`src/rtl/leb_pkg.sv`:
```
// ----------------------------------------------------------------------------
// leb_pkg
// Shared types and constants of the line edit buffer: key commands,
// controller states, datapath operations and the status word.
// ----------------------------------------------------------------------------
package leb_pkg;

    localparam int unsigned LEB_DEPTH = 128;

    localparam logic [7:0] CHAR_LOW  = 8'd32;
    localparam logic [7:0] CHAR_HIGH = 8'd126;

    typedef enum logic [3:0] {
        CMD_CHAR      = 4'd0,
        CMD_RIGHT     = 4'd1,
        CMD_LEFT      = 4'd2,
        CMD_HOME      = 4'd3,
        CMD_END       = 4'd4,
        CMD_TOGGLE    = 4'd5,
        CMD_BACKSPACE = 4'd6,
        CMD_DELETE    = 4'd7,
        CMD_READ      = 4'd8
    } cmd_t;

    typedef enum logic [2:0] {
        ST_IDLE,
        ST_DECODE,
        ST_SHIFT,
        ST_PUT,
        ST_TAKE,
        ST_RESPOND
    } state_t;

    typedef enum logic [3:0] {
        OP_NONE,
        OP_LOAD,
        OP_MOVE,
        OP_DROP,
        OP_PUT_OVR,
        OP_PUT_INS,
        OP_OPEN,
        OP_BACK,
        OP_DEL,
        OP_STEP,
        OP_READ,
        OP_TAKE,
        OP_RESPOND
    } dp_op_t;

    typedef struct packed {
        cmd_t cmd;
        logic printable;
        logic overwrite;
        logic cur_lt_len;
        logic cur_gt_zero;
        logic full;
        logic ridx_in;
        logic shift_done;
    } dp_stat_t;

endpackage

```
`src/rtl/line_edit_buffer.sv`:
```
// ----------------------------------------------------------------------------
// line_edit_buffer
// Single-line text buffer with a cursor, driven by decoded key commands.
// ----------------------------------------------------------------------------
// A transaction is issued by holding command, char_code and read_index with
// start high; it is taken at the rising edge where start is high and busy is
// low. busy stays high until the transaction has been worked off.
// Each transaction gives one result: cursor, length, overwrite_mode,
// read_char and dropped are valid for exactly the one cycle in which done is
// high. The receiver cannot stall; the result is lost if not sampled then.
// Work from acceptance to done: every transaction is loaded, decoded and
// answered. Cursor moves, mode toggle, refused or ignored characters,
// overwrite and append at the end need nothing more; a read adds a step
// that takes the character from the registered RAM output. Insert inside
// the text, backspace and delete first move the tail through the one-read,
// one-write text RAM by one character per cycle; insert then writes the
// new character.
// done rises while busy is already low, so the next transaction can be
// taken in the same cycle as the result.
// Reset empties the buffer: cursor and length zero, insert mode. No clearing
// pass runs; the block can take a transaction as soon as reset is released.
// ----------------------------------------------------------------------------
module line_edit_buffer
    import leb_pkg::*;
#(
    parameter int unsigned BUFFER_DEPTH = LEB_DEPTH
) (
    input  logic       clk,
    input  logic       rst_n,
    input  logic       start,
    output logic       busy,
    input  logic [3:0] command,
    input  logic [7:0] char_code,
    input  logic [6:0] read_index,
    output logic       done,
    output logic [7:0] cursor,
    output logic [7:0] length,
    output logic       overwrite_mode,
    output logic [7:0] read_char,
    output logic       dropped
);

    dp_op_t   op;
    dp_stat_t stat;

    leb_ctrl u_ctrl (
        .clk   (clk),
        .rst_n (rst_n),
        .start (start),
        .busy  (busy),
        .stat  (stat),
        .op    (op)
    );

    leb_datapath #(
        .BUFFER_DEPTH (BUFFER_DEPTH)
    ) u_datapath (
        .clk            (clk),
        .rst_n          (rst_n),
        .op             (op),
        .stat           (stat),
        .command        (command),
        .char_code      (char_code),
        .read_index     (read_index),
        .done           (done),
        .cursor         (cursor),
        .length         (length),
        .overwrite_mode (overwrite_mode),
        .read_char      (read_char),
        .dropped        (dropped)
    );

endmodule

```
`src/rtl/leb_ram.sv`:
```
// ----------------------------------------------------------------------------
// leb_ram
// Generic single-write, single-read RAM with registered read data.
// ----------------------------------------------------------------------------
module leb_ram #(
    parameter int unsigned WIDTH = 8,
    parameter int unsigned DEPTH = 128
) (
    input  logic                     clk,
    input  logic                     we,
    input  logic [$clog2(DEPTH)-1:0] waddr,
    input  logic [WIDTH-1:0]         wdata,
    input  logic [$clog2(DEPTH)-1:0] raddr,
    output logic [WIDTH-1:0]         rdata
);

    logic [WIDTH-1:0] mem [DEPTH];
    logic [WIDTH-1:0] rdata_reg;

    always_ff @(posedge clk)
    begin
        if (we)
        begin
            mem[waddr] <= wdata;
        end
        rdata_reg <= mem[raddr];
    end

    assign rdata = rdata_reg;

endmodule

```
`src/rtl/leb_datapath.sv`:
```
// ----------------------------------------------------------------------------
// leb_datapath
// Cursor, length and mode registers, the text RAM with its shift sequencer,
// and the result registers of the line edit buffer.
// ----------------------------------------------------------------------------
module leb_datapath
    import leb_pkg::*;
#(
    parameter int unsigned BUFFER_DEPTH = LEB_DEPTH
) (
    input  logic       clk,
    input  logic       rst_n,
    input  dp_op_t     op,
    output dp_stat_t   stat,
    input  logic [3:0] command,
    input  logic [7:0] char_code,
    input  logic [6:0] read_index,
    output logic       done,
    output logic [7:0] cursor,
    output logic [7:0] length,
    output logic       overwrite_mode,
    output logic [7:0] read_char,
    output logic       dropped
);

    localparam int unsigned CW = $clog2(BUFFER_DEPTH + 1);
    localparam int unsigned AW = $clog2(BUFFER_DEPTH);
    localparam int unsigned RW = (CW > 7) ? CW : 7;

    logic [CW-1:0] cursor_reg, cursor_next;
    logic [CW-1:0] length_reg, length_next;
    logic          ovr_reg, ovr_next;
    logic [CW-1:0] cnt_reg, cnt_next;
    logic          pend_reg, pend_next;
    logic          done_reg, done_next;

    logic [3:0]    cmd_reg, cmd_next;
    logic [7:0]    char_reg, char_next;
    logic [6:0]    ridx_reg, ridx_next;
    logic [AW-1:0] ptr_reg, ptr_next;
    logic [AW-1:0] waddr_reg, waddr_next;
    logic          up_reg, up_next;
    logic [7:0]    rchar_reg, rchar_next;
    logic          drop_reg, drop_next;
    logic [7:0]    cur_out_reg, cur_out_next;
    logic [7:0]    len_out_reg, len_out_next;
    logic          ovr_out_reg, ovr_out_next;
    logic [7:0]    rchar_out_reg, rchar_out_next;
    logic          drop_out_reg, drop_out_next;

    logic          we;
    logic [AW-1:0] wa;
    logic [7:0]    wd;
    logic [AW-1:0] ra;
    logic [7:0]    rdata;
    logic [CW+7:0] cur_wide;
    logic [CW+7:0] len_wide;

    leb_ram #(
        .WIDTH (8),
        .DEPTH (BUFFER_DEPTH)
    ) u_ram (
        .clk   (clk),
        .we    (we),
        .waddr (wa),
        .wdata (wd),
        .raddr (ra),
        .rdata (rdata)
    );

    assign cur_wide = {8'd0, cursor_reg};
    assign len_wide = {8'd0, length_reg};

    assign stat.cmd         = cmd_t'(cmd_reg);
    assign stat.printable   = (char_reg >= CHAR_LOW) && (char_reg <= CHAR_HIGH);
    assign stat.overwrite   = ovr_reg;
    assign stat.cur_lt_len  = cursor_reg < length_reg;
    assign stat.cur_gt_zero = cursor_reg != '0;
    assign stat.full        = length_reg == CW'(BUFFER_DEPTH);
    assign stat.ridx_in     = RW'(ridx_reg) < RW'(length_reg);
    assign stat.shift_done  = (cnt_reg == '0) && !pend_reg;

    always_comb
    begin
        cursor_next    = cursor_reg;
        length_next    = length_reg;
        ovr_next       = ovr_reg;
        cnt_next       = cnt_reg;
        pend_next      = 1'b0;
        done_next      = 1'b0;
        cmd_next       = cmd_reg;
        char_next      = char_reg;
        ridx_next      = ridx_reg;
        ptr_next       = ptr_reg;
        waddr_next     = waddr_reg;
        up_next        = up_reg;
        rchar_next     = rchar_reg;
        drop_next      = drop_reg;
        cur_out_next   = cur_out_reg;
        len_out_next   = len_out_reg;
        ovr_out_next   = ovr_out_reg;
        rchar_out_next = rchar_out_reg;
        drop_out_next  = drop_out_reg;
        we             = 1'b0;
        wa             = waddr_reg;
        wd             = rdata;
        ra             = ptr_reg;

        unique case (op)
            OP_LOAD:
            begin
                cmd_next   = command;
                char_next  = char_code;
                ridx_next  = read_index;
                rchar_next = 8'd0;
                drop_next  = 1'b0;
            end
            OP_MOVE:
            begin
                case (cmd_t'(cmd_reg))
                    CMD_RIGHT:
                    begin
                        if (cursor_reg < length_reg)
                        begin
                            cursor_next = cursor_reg + 1'b1;
                        end
                    end
                    CMD_LEFT:
                    begin
                        if (cursor_reg != '0)
                        begin
                            cursor_next = cursor_reg - 1'b1;
                        end
                    end
                    CMD_HOME:   cursor_next = '0;
                    CMD_END:    cursor_next = length_reg;
                    CMD_TOGGLE: ovr_next    = ~ovr_reg;
                    default:    cursor_next = cursor_reg;
                endcase
            end
            OP_DROP:
            begin
                drop_next = 1'b1;
            end
            OP_PUT_OVR:
            begin
                we          = 1'b1;
                wa          = AW'(cursor_reg);
                wd          = char_reg;
                cursor_next = cursor_reg + 1'b1;
            end
            OP_PUT_INS:
            begin
                we          = 1'b1;
                wa          = AW'(cursor_reg);
                wd          = char_reg;
                cursor_next = cursor_reg + 1'b1;
                length_next = length_reg + 1'b1;
            end
            OP_OPEN:
            begin
                up_next  = 1'b1;
                ptr_next = AW'(length_reg - 1'b1);
                cnt_next = length_reg - cursor_reg;
            end
            OP_BACK:
            begin
                up_next     = 1'b0;
                ptr_next    = AW'(cursor_reg);
                cnt_next    = length_reg - cursor_reg;
                cursor_next = cursor_reg - 1'b1;
                length_next = length_reg - 1'b1;
            end
            OP_DEL:
            begin
                up_next     = 1'b0;
                ptr_next    = AW'(cursor_reg + 1'b1);
                cnt_next    = length_reg - cursor_reg - 1'b1;
                length_next = length_reg - 1'b1;
            end
            OP_STEP:
            begin
                if (pend_reg)
                begin
                    we = 1'b1;
                end
                if (cnt_reg != '0)
                begin
                    pend_next  = 1'b1;
                    cnt_next   = cnt_reg - 1'b1;
                    waddr_next = up_reg ? ptr_reg + 1'b1 : ptr_reg - 1'b1;
                    ptr_next   = up_reg ? ptr_reg - 1'b1 : ptr_reg + 1'b1;
                end
            end
            OP_READ:
            begin
                ra = AW'(ridx_reg);
            end
            OP_TAKE:
            begin
                rchar_next = rdata;
            end
            OP_RESPOND:
            begin
                done_next      = 1'b1;
                cur_out_next   = cur_wide[7:0];
                len_out_next   = len_wide[7:0];
                ovr_out_next   = ovr_reg;
                rchar_out_next = rchar_reg;
                drop_out_next  = drop_reg;
            end
            default:
            begin
                done_next = 1'b0;
            end
        endcase
    end

    always_ff @(posedge clk or negedge rst_n)
    begin
        if (!rst_n)
        begin
            cursor_reg <= '0;
            length_reg <= '0;
            ovr_reg    <= 1'b0;
            cnt_reg    <= '0;
            pend_reg   <= 1'b0;
            done_reg   <= 1'b0;
        end
        else
        begin
            cursor_reg <= cursor_next;
            length_reg <= length_next;
            ovr_reg    <= ovr_next;
            cnt_reg    <= cnt_next;
            pend_reg   <= pend_next;
            done_reg   <= done_next;
        end
    end

    always_ff @(posedge clk)
    begin
        cmd_reg       <= cmd_next;
        char_reg      <= char_next;
        ridx_reg      <= ridx_next;
        ptr_reg       <= ptr_next;
        waddr_reg     <= waddr_next;
        up_reg        <= up_next;
        rchar_reg     <= rchar_next;
        drop_reg      <= drop_next;
        cur_out_reg   <= cur_out_next;
        len_out_reg   <= len_out_next;
        ovr_out_reg   <= ovr_out_next;
        rchar_out_reg <= rchar_out_next;
        drop_out_reg  <= drop_out_next;
    end

    assign done           = done_reg;
    assign cursor         = cur_out_reg;
    assign length         = len_out_reg;
    assign overwrite_mode = ovr_out_reg;
    assign read_char      = rchar_out_reg;
    assign dropped        = drop_out_reg;

endmodule

```
`src/rtl/leb_ctrl.sv`:
```
// ----------------------------------------------------------------------------
// leb_ctrl
// Controller of the line edit buffer: accepts a key command, sequences
// the datapath through decode, shift, write and read, then responds.
// ----------------------------------------------------------------------------
module leb_ctrl
    import leb_pkg::*;
(
    input  logic     clk,
    input  logic     rst_n,
    input  logic     start,
    output logic     busy,
    input  dp_stat_t stat,
    output dp_op_t   op
);

    state_t state_reg, state_next;

    always_ff @(posedge clk or negedge rst_n)
    begin
        if (!rst_n)
        begin
            state_reg <= ST_IDLE;
        end
        else
        begin
            state_reg <= state_next;
        end
    end

    always_comb
    begin
        state_next = state_reg;
        op         = OP_NONE;
        busy       = state_reg != ST_IDLE;

        unique case (state_reg)
            ST_IDLE:
            begin
                if (start)
                begin
                    op         = OP_LOAD;
                    state_next = ST_DECODE;
                end
            end
            ST_DECODE:
            begin
                state_next = ST_RESPOND;
                case (stat.cmd)
                    CMD_CHAR:
                    begin
                        priority if (!stat.printable)
                        begin
                            op = OP_NONE;
                        end
                        else if (stat.overwrite && stat.cur_lt_len)
                        begin
                            op = OP_PUT_OVR;
                        end
                        else if (stat.full)
                        begin
                            op = OP_DROP;
                        end
                        else if (stat.cur_lt_len)
                        begin
                            op         = OP_OPEN;
                            state_next = ST_SHIFT;
                        end
                        else
                        begin
                            op = OP_PUT_INS;
                        end
                    end
                    CMD_RIGHT, CMD_LEFT, CMD_HOME, CMD_END, CMD_TOGGLE:
                    begin
                        op = OP_MOVE;
                    end
                    CMD_BACKSPACE:
                    begin
                        if (stat.cur_gt_zero)
                        begin
                            op         = OP_BACK;
                            state_next = ST_SHIFT;
                        end
                    end
                    CMD_DELETE:
                    begin
                        if (stat.cur_lt_len)
                        begin
                            op         = OP_DEL;
                            state_next = ST_SHIFT;
                        end
                    end
                    CMD_READ:
                    begin
                        if (stat.ridx_in)
                        begin
                            op         = OP_READ;
                            state_next = ST_TAKE;
                        end
                    end
                    default:
                    begin
                        op = OP_NONE;
                    end
                endcase
            end
            ST_SHIFT:
            begin
                op = OP_STEP;
                if (stat.shift_done)
                begin
                    state_next = (stat.cmd == CMD_CHAR) ? ST_PUT : ST_RESPOND;
                end
            end
            ST_PUT:
            begin
                op         = OP_PUT_INS;
                state_next = ST_RESPOND;
            end
            ST_TAKE:
            begin
                op         = OP_TAKE;
                state_next = ST_RESPOND;
            end
            ST_RESPOND:
            begin
                op         = OP_RESPOND;
                state_next = ST_IDLE;
            end
            default:
            begin
                state_next = ST_IDLE;
            end
        endcase
    end

endmodule

```
`config.mk`:
```
export PLATFORM = sky130hd
export DESIGN_NAME = line_edit_buffer
export DESIGN_NICKNAME = d
export VERILOG_FILES = /design/src/rtl/leb_pkg.sv /design/src/rtl/line_edit_buffer.sv /design/src/rtl/leb_ram.sv /design/src/rtl/leb_datapath.sv /design/src/rtl/leb_ctrl.sv
export SDC_FILE = /design/constraint.sdc
export NUM_CORES = 2
export LEC_CHECK = 0
export BUFFER_PORTS_ARGS = -buffer_cell sky130_fd_sc_hd__buf_2
export CORE_ASPECT_RATIO = 1.4
export CORE_MARGIN = 8
export CORE_UTILIZATION = 50
export DETAILED_ROUTE_END_ITERATION = 12
export GPL_TIMING_DRIVEN = 0
export HOLD_SLACK_MARGIN = 0.08
export PLACE_DENSITY = 0.74
export SLEW_MARGIN = 25
export SYNTH_ARGS = -nofsm -noshare
export SYNTH_HDL_FRONTEND = slang
export SYNTH_SLANG_ARGS = --single-unit
```
`constraint.sdc`:
```
create_clock -name clk -period 7.8 [get_ports clk]
set_input_delay 0.39 -clock clk [delete_from_list [all_inputs] [get_ports clk]]
set_output_delay 0.39 -clock clk [all_outputs]
set_load 0.01 [all_outputs]
```
# Yosys cells after proc, flatten, opt, wreduce, memory -nomap -nowiden
# Memory sizes are Yosys's and may differ from the RTL's. A register that Yosys moved wholly into a read port is not among the register bits.
# Cells that the tools add are included.
# op_classes
bitwise_logic,1
eq_ne,32
muxes,45
n_reduce_logical,28
addsub,9
order_cmp,4
# op_table
op,count
case mux 8 bit (3 select lines),2
2-to-1 mux 7 bit,5
"== test 4 x 3 -> 1 bit, second input constant",8
2-to-1 mux 8 bit,4
case mux 8 bit (2 select lines),2
case mux 8 bit (4 select lines),1
"subtractor 8 x 1 -> 8 bit, second input constant",4
case mux 7 bit (4 select lines),1
2-to-1 mux 3 bit,9
"== test 4 bit, second input constant",6
case mux 3 bit (4 select lines),2
case mux 4 bit (6 select lines),1
2-to-1 mux 4 bit,5
case mux 4 bit (5 select lines),1
"adder 8 x 1 -> 8 bit, second input constant",2
"== test 4 x 2 -> 1 bit, second input constant",4
nonzero test 8 bit,2
AND reduction 2 bit,5
nonzero test 3 bit,3
"== test 4 x 1 -> 1 bit, second input constant",2
"== test 8 bit, second input constant",1
">= comparator 8 x 6 -> 1 bit, second input constant",1
"<= comparator 8 x 7 -> 1 bit, second input constant",1
logical NOT 8 bit,1
other kinds (25),46
# word_totals
output_inout_bits,28
ram_bits,1024
input_bits,22
reg_bits,99
wordCells,140
memories,1
# mem_list
name,words,word_bits,rd,rd_clocked_by_memory_dff,wr,line,source
u_datapath.u_ram.mem,128,8,1,1,1,leb_ram.sv:17,logic [WIDTH-1:0] mem [DEPTH];

# Logic depth before layout (Yosys ltp)
# depth
word_depth,12
mapped_depth,19
mapped_depth_nobuf,15

# Modules after synthesis
# Synthesis repeated with hierarchy kept, for this count alone.
# unflattened
hier_cells,2262
hier_area_um2,45872.7
# modules_own_cells
module,area_per_inst_um2,instances,cells_per_inst,seq_area_each_um2
leb_ram,39665.5,1,1635,30909.6
leb_datapath,5796.8,1,570,2747.6
leb_ctrl,410.4,1,57,75.1

# Worst setup path before layout
# Ideal clock, no wire load.
# synth_timing
path_type,register to register
startpoint,register u_datapath.cursor_reg[5]
endpoint,memory u_datapath.u_ram.mem[0][0] (data pin)
setup_time_ns,0.511
slack_ns,2.506
synth_period_minus_slack_ns,5.294
arrival_ns,4.783
required_time_ns,7.289
n_path_buf,3
stages_incl_launch_ff,14
path_cell_list,dfrtp_1 -> clkbuf_1 -> inv_1 -> ha_1 -> nand4_1 -> a21o_1 -> a21oi_1 -> mux2_2 -> or2_2 -> nor3_1 -> buf_2 -> clkbuf_1 -> nand2_1 -> nand2_1
# synth_via
elab_chain_cells,10
elab_cells_between_ends,15
classes_between,1 x order compare; 2 x eq/ne; 9 x mux; 3 x reduce/logical
# synth_lines
element,line,source
from (decl),leb_datapath.sv:30,"logic [CW-1:0] cursor_reg, cursor_next;"
from (signal assigned),leb_datapath.sv:232,cursor_reg <= cursor_next;
< comparator 8 bit,leb_datapath.sv:77,assign stat.cur_lt_len = cursor_reg < length_reg;
2-to-1 mux 2 bit,leb_ctrl.sv:64,else if (stat.cur_lt_len)
2-to-1 mux 4 bit,leb_ctrl.sv:60,else if (stat.full)
2-to-1 mux 4 bit,leb_ctrl.sv:56,else if (stat.overwrite && stat.cur_lt_len)
2-to-1 mux 4 bit,leb_ctrl.sv:52,priority if (!stat.printable)
case mux 4 bit (5 select lines) *,leb_ctrl.sv:49,case (stat.cmd)
case mux 4 bit (6 select lines) *,leb_ctrl.sv:37,unique case (state_reg)
== test 4 x 3 -> 1 bit,leb_datapath.sv:109,unique case (op)
OR reduction 2 bit (no source line) *,-,
2-to-1 mux 8 bit *,leb_datapath.sv:109,
net u_datapath.u_ram.wdata[0],leb_ram.sv:12,"input logic [WIDTH-1:0] wdata,"
to (decl),leb_ram.sv:17,
# The timed path passes the listed nets; every way through them passes the cells marked *.

# Worst setup path in the final report
# layout_timing
startpoint,register u_datapath.cursor_reg[1]
endpoint,"register u_datapath.u_ram.rdata_reg[5] (netlist: u_datapath.u_ram.rdata[5]), read port of u_datapath.u_ram.mem"
# layout_via
elab_chain_cells,9
elab_cells_between_ends,13
classes_between,1 x order compare; 1 x eq/ne; 9 x mux; 2 x reduce/logical
# layout_lines
element,line,source
< comparator 8 bit,leb_datapath.sv:77,
2-to-1 mux 2 bit,leb_ctrl.sv:64,
2-to-1 mux 4 bit,leb_ctrl.sv:60,
2-to-1 mux 4 bit,leb_ctrl.sv:56,
2-to-1 mux 4 bit,leb_ctrl.sv:52,
case mux 4 bit (5 select lines) *,leb_ctrl.sv:49,
case mux 4 bit (6 select lines) *,leb_ctrl.sv:37,
== test 4 bit *,leb_datapath.sv:109,
2-to-1 mux 7 bit *,leb_datapath.sv:109,
to (decl),leb_ram.sv:18,logic [WIDTH-1:0] rdata_reg;
# Mark *: on every way between the ends. The rest lies on a longest branch, timed or not.
# A chain may end at the register's enable or synchronous reset.

==> out/qor.yml <==
run_status:
  status: "finished clean"
finish:
  post_layout_nets: 3992
  area_growth_syn_to_layout_pct: 12.4
  ff_latch_area_um2: 33700
  final_layout_size_suffix_gt1_share_pct: 10.5
  most-common-layout-cells: "sky130_fd_sc_hd__edfxtp_1 (1093), sky130_fd_sc_hd__nand2_1 (448), sky130_fd_sc_hd__nor2_1 (270)"
  layout_commonest_cell: "sky130_fd_sc_hd__edfxtp_1"
  largest_register_ff_count: 1024
  final_cell_count_no_fill: 5338
  multi_input_area_um2: 13800
  layout.filler_cells: 7638
clock_tree:
  cts.clk_slew.worst_paths_ps: 70
  cts_num_sinks: 1131
  cts_tree: "yes"
  insertion_delay_ps: 740
  cts.htree.levels: 3
  post_cts_resize_count: 0
  tritoncts.num_buffers: 101
  clockBufferDepth: 3
  clock-root-buffer: "sky130_fd_sc_hd__clkbuf_16"
  postCtsSetupBuffers: 0
route:
  drc: 0
  drt_wl_total_mm: 169
  route.detailed.vias_per_inst: 6.74
  num_vias: 36000
  ant_nets: 0
  wl_per_cell_um: 31.6
  detailedRoute.firstIterationViolations: 5723
  drt-pass1-iter-count: 9
logic_synthesis:
  mappedNetlistNets: 3804
  synth-warning-count: 0
  synthesis.instances: 3760
  synthesis.area_per_instance_um2: 13.0
  synthTopCellsByArea: "sky130_fd_sc_hd__edfxtp_1 (67%), sky130_fd_sc_hd__nand2_1 (3.5%), sky130_fd_sc_hd__o22ai_1 (3.4%)"
  synth-edff-count: 1093
  yosys_register_bits: 1131
  synth_area_leader_cell: "sky130_fd_sc_hd__edfxtp_1"
  yosys_most_used_dff: "sky130_fd_sc_hd__edfxtp_1"
  synthArstFlopShare_pct: 2.65
  synthDominantCellAreaShare_pct: 67.2
  syn-cell-area_um2: 48800
  synth_seq_area_share_pct: 69.1
  yosys.cell_types.count: 98
global_routing:
  busiest_layer: "met2"
  global_route.overflow_total: 0
  grt_pass1_wl_mm: 239
  number_of_antenna_violations_at_the_first_check_in_global_routing: 5
  first_global_vias: 35000
  globalRouteTotalUtil_pct: 30.5
  groute.layer.met1.usage_pct: 32.9
  globalRouteMet2Util_pct: 49.6
  grt.met3_usage_pct: 7.90
  maximum_number_of_pins_on_one_net_before_global_route_repair: 70
power:
  ir_drop_v: 0.000311
  pwr_density_cell_nw_per_um2: 353
  power_leakage_nw: 17.6
worst_setup_path:
  critical_path.slowest_cell: "sky130_fd_sc_hd__a311oi_1"
  rr_startpoint: "u_datapath.cursor_reg[1]"
  worst-path-max-fanout: 11
  crit_start: "u_datapath.cursor_reg[1]"
  reg2reg_depth: 16
  crit-reg2reg-capture: "u_datapath.u_ram.rdata[5]"
  cp_data_required_time_ps: 8330
  crit_path_start_kind: "flop"
  worst-path-buf-inv: 5
  path_common_cell: "sky130_fd_sc_hd__buf_2"
  reg2reg_slack_ps: 480
  crit_path_max_cell_delay_ps: 1060
  critical_path.cell_chain: "clkbuf_1 > inv_1 > ha_1 > nor4b_2 > a21oi_1 > a221oi_1 > a221o_2 > o211ai_2 > o31ai_2 > buf_2 > buf_2 > buf_2 > a32oi_1 > o211ai_1 > o2111ai_1 > a311oi_1"
  path_class: "flop to flop"
  cp_data_arrival_time_ps: 7850
  crit_family: "compound AO/OA/AOI/OAI gates"
  timing.critical_path.to_type: "flop"
floorplanning:
  io-pin-count: 50
  placement_rows: 135
  die-area_um2: 108000
  effective_utilization_at_floorplan_pct: 50.5
  die_width_um: 280
  core-area_um2: 96800
  fp.dieH_um: 386
timing:
  setup_viol_count_final: 0
  final-hold-violation-count: 0
  report.final.slew_viol_count: 0
  finalSetupTns_ps: 0
  max-slew-margin-rel_pct: 9.29
  rsz0062_at_grt: "false"
  fmax_mhz: 137
  layout_min_cycle_time_ps: 7320
  clock_skew_after_layout_ps: 33.9
  tightestPinTransition_ps: 1350
  min_period_over_period_pct: 93.8
placed_design:
  place_inst: 5126
  dp_hpwl_mm: 120
  place.gp.congestion: 1.03
  portBuffers: 49
worst_hold_path:
  min-delay-start: "start"
  holdPathEnd: "u_datapath.char_reg[1]"
  worstHoldPathType: "input pin to flop"
  min_delay_path_depth: 3
run:
  number_of_violations_of_the_max_capacitance_limit: 0
-- report_power, final --
part	total [mW]	switching (mW)	internal, mW
combinational	5.93	4.44	1.49
sequential	8.18	0.156	8.03
clock	5.28	2.34	2.93
total	19.4	6.94	12.4
-- per-stage QoR --
stage          area (um2)  hold slack (ps)  total power, mW  worst slack (ps)  util [%]
2_1_floorplan       48800             94.4             11.5              2510         -
3_3_place_gp        50700              402             13.9             -1180      52.4
3_5_place_dp        51200              405             14.0               960      52.9
4_1_cts             54900              184             19.1               825      56.7
5_1_grt             54900              224             19.8               448      56.7
6_report            54900              189             19.4               484      56.7
-- how the worst max path moves through the flow --
stage                                  endpoint  slack (ps)  cells after the start
global route          u_datapath.u_ram.rdata[5]         450                     16
global placement    u_datapath.u_ram.mem[18][3]       -1180                     14
CTS                   u_datapath.u_ram.rdata[5]         820                     16
finish                u_datapath.u_ram.rdata[5]         480                     16
detailed placement    u_datapath.u_ram.rdata[5]         960                     16
floorplan            u_datapath.u_ram.mem[0][0]        2510                     13
-- layout make-up --
cell class | count | share of cell area (%)
diodes | 3 | 0.0137
plain buffers | 285 | 2.44
clock buffers | 111 | 4.75
clock inverters | 78 | 1.56
inverters | 36 | 0.246
multi-input cells | 2308 | 25.1
flip-flops and latches | 1131 | 61.4
well taps | 1301 | 2.96
repair buffers | 85 | 1.50
-- cells by family after synthesis --
group | after synthesis | synth area share, %
DFF | 1131 | 69.1
and+or+nand+nor | 1128 | 10.5
AOI/OAI and AO/OA | 1022 | 14.1
buffers and inverters | 321 | 3.00
muxes | 96 | 2.01
xor gates and xnor gates | 40 | 0.717
adders and majority gates | 22 | 0.579
-- synthesized netlist by cell type (39+ instances only) --
master / count
sky130_fd_sc_hd__edfxtp_1: 1093
sky130_fd_sc_hd__nand2_1: 456
sky130_fd_sc_hd__nor2_1: 274
sky130_fd_sc_hd__o22ai_1: 264
sky130_fd_sc_hd__clkbuf_1: 159
sky130_fd_sc_hd__o21ai_0: 159
sky130_fd_sc_hd__a21oi_1: 142
sky130_fd_sc_hd__nand3_1: 103
sky130_fd_sc_hd__mux2i_1: 89
sky130_fd_sc_hd__buf_2: 81
sky130_fd_sc_hd__nor3_1: 61
sky130_fd_sc_hd__a31oi_1: 58
sky130_fd_sc_hd__o221ai_1: 56
sky130_fd_sc_hd__a211oi_1: 40
sky130_fd_sc_hd__o211ai_1: 39
-- worst register-to-register path, cell delays in order, from the launching register on --
cell,delay [ps]
sky130_fd_sc_hd__dfrtp_1,430
sky130_fd_sc_hd__clkbuf_1,270
sky130_fd_sc_hd__inv_1,400
sky130_fd_sc_hd__ha_1,370
sky130_fd_sc_hd__nor4b_2,590
sky130_fd_sc_hd__a21oi_1,280
sky130_fd_sc_hd__a221oi_1,460
sky130_fd_sc_hd__a221o_2,350
sky130_fd_sc_hd__o211ai_2,230
sky130_fd_sc_hd__o31ai_2,410
sky130_fd_sc_hd__buf_2,500
sky130_fd_sc_hd__buf_2,450
sky130_fd_sc_hd__buf_2,340
sky130_fd_sc_hd__a32oi_1,210
sky130_fd_sc_hd__o211ai_1,270
sky130_fd_sc_hd__o2111ai_1,490
sky130_fd_sc_hd__a311oi_1,1060
-- per-layer routing --
metal / wire length, um / part of all wire [%] / up-vias
met2: 78600 / 47 / 2773
met4: 17600 / 10 / 6
li1: - / - / 15100
met3: 19300 / 11 / 819
met5: 30 / 0.018 / -
met1: 53300 / 32 / 17300
-- repair_timing --
item | in CTS | in global routing
hold buffers | 20 | 0
hold endpoints to repair | 49 | 0
setup endpoints to repair | 0 | 0
(Power assumes the default switching activity.)
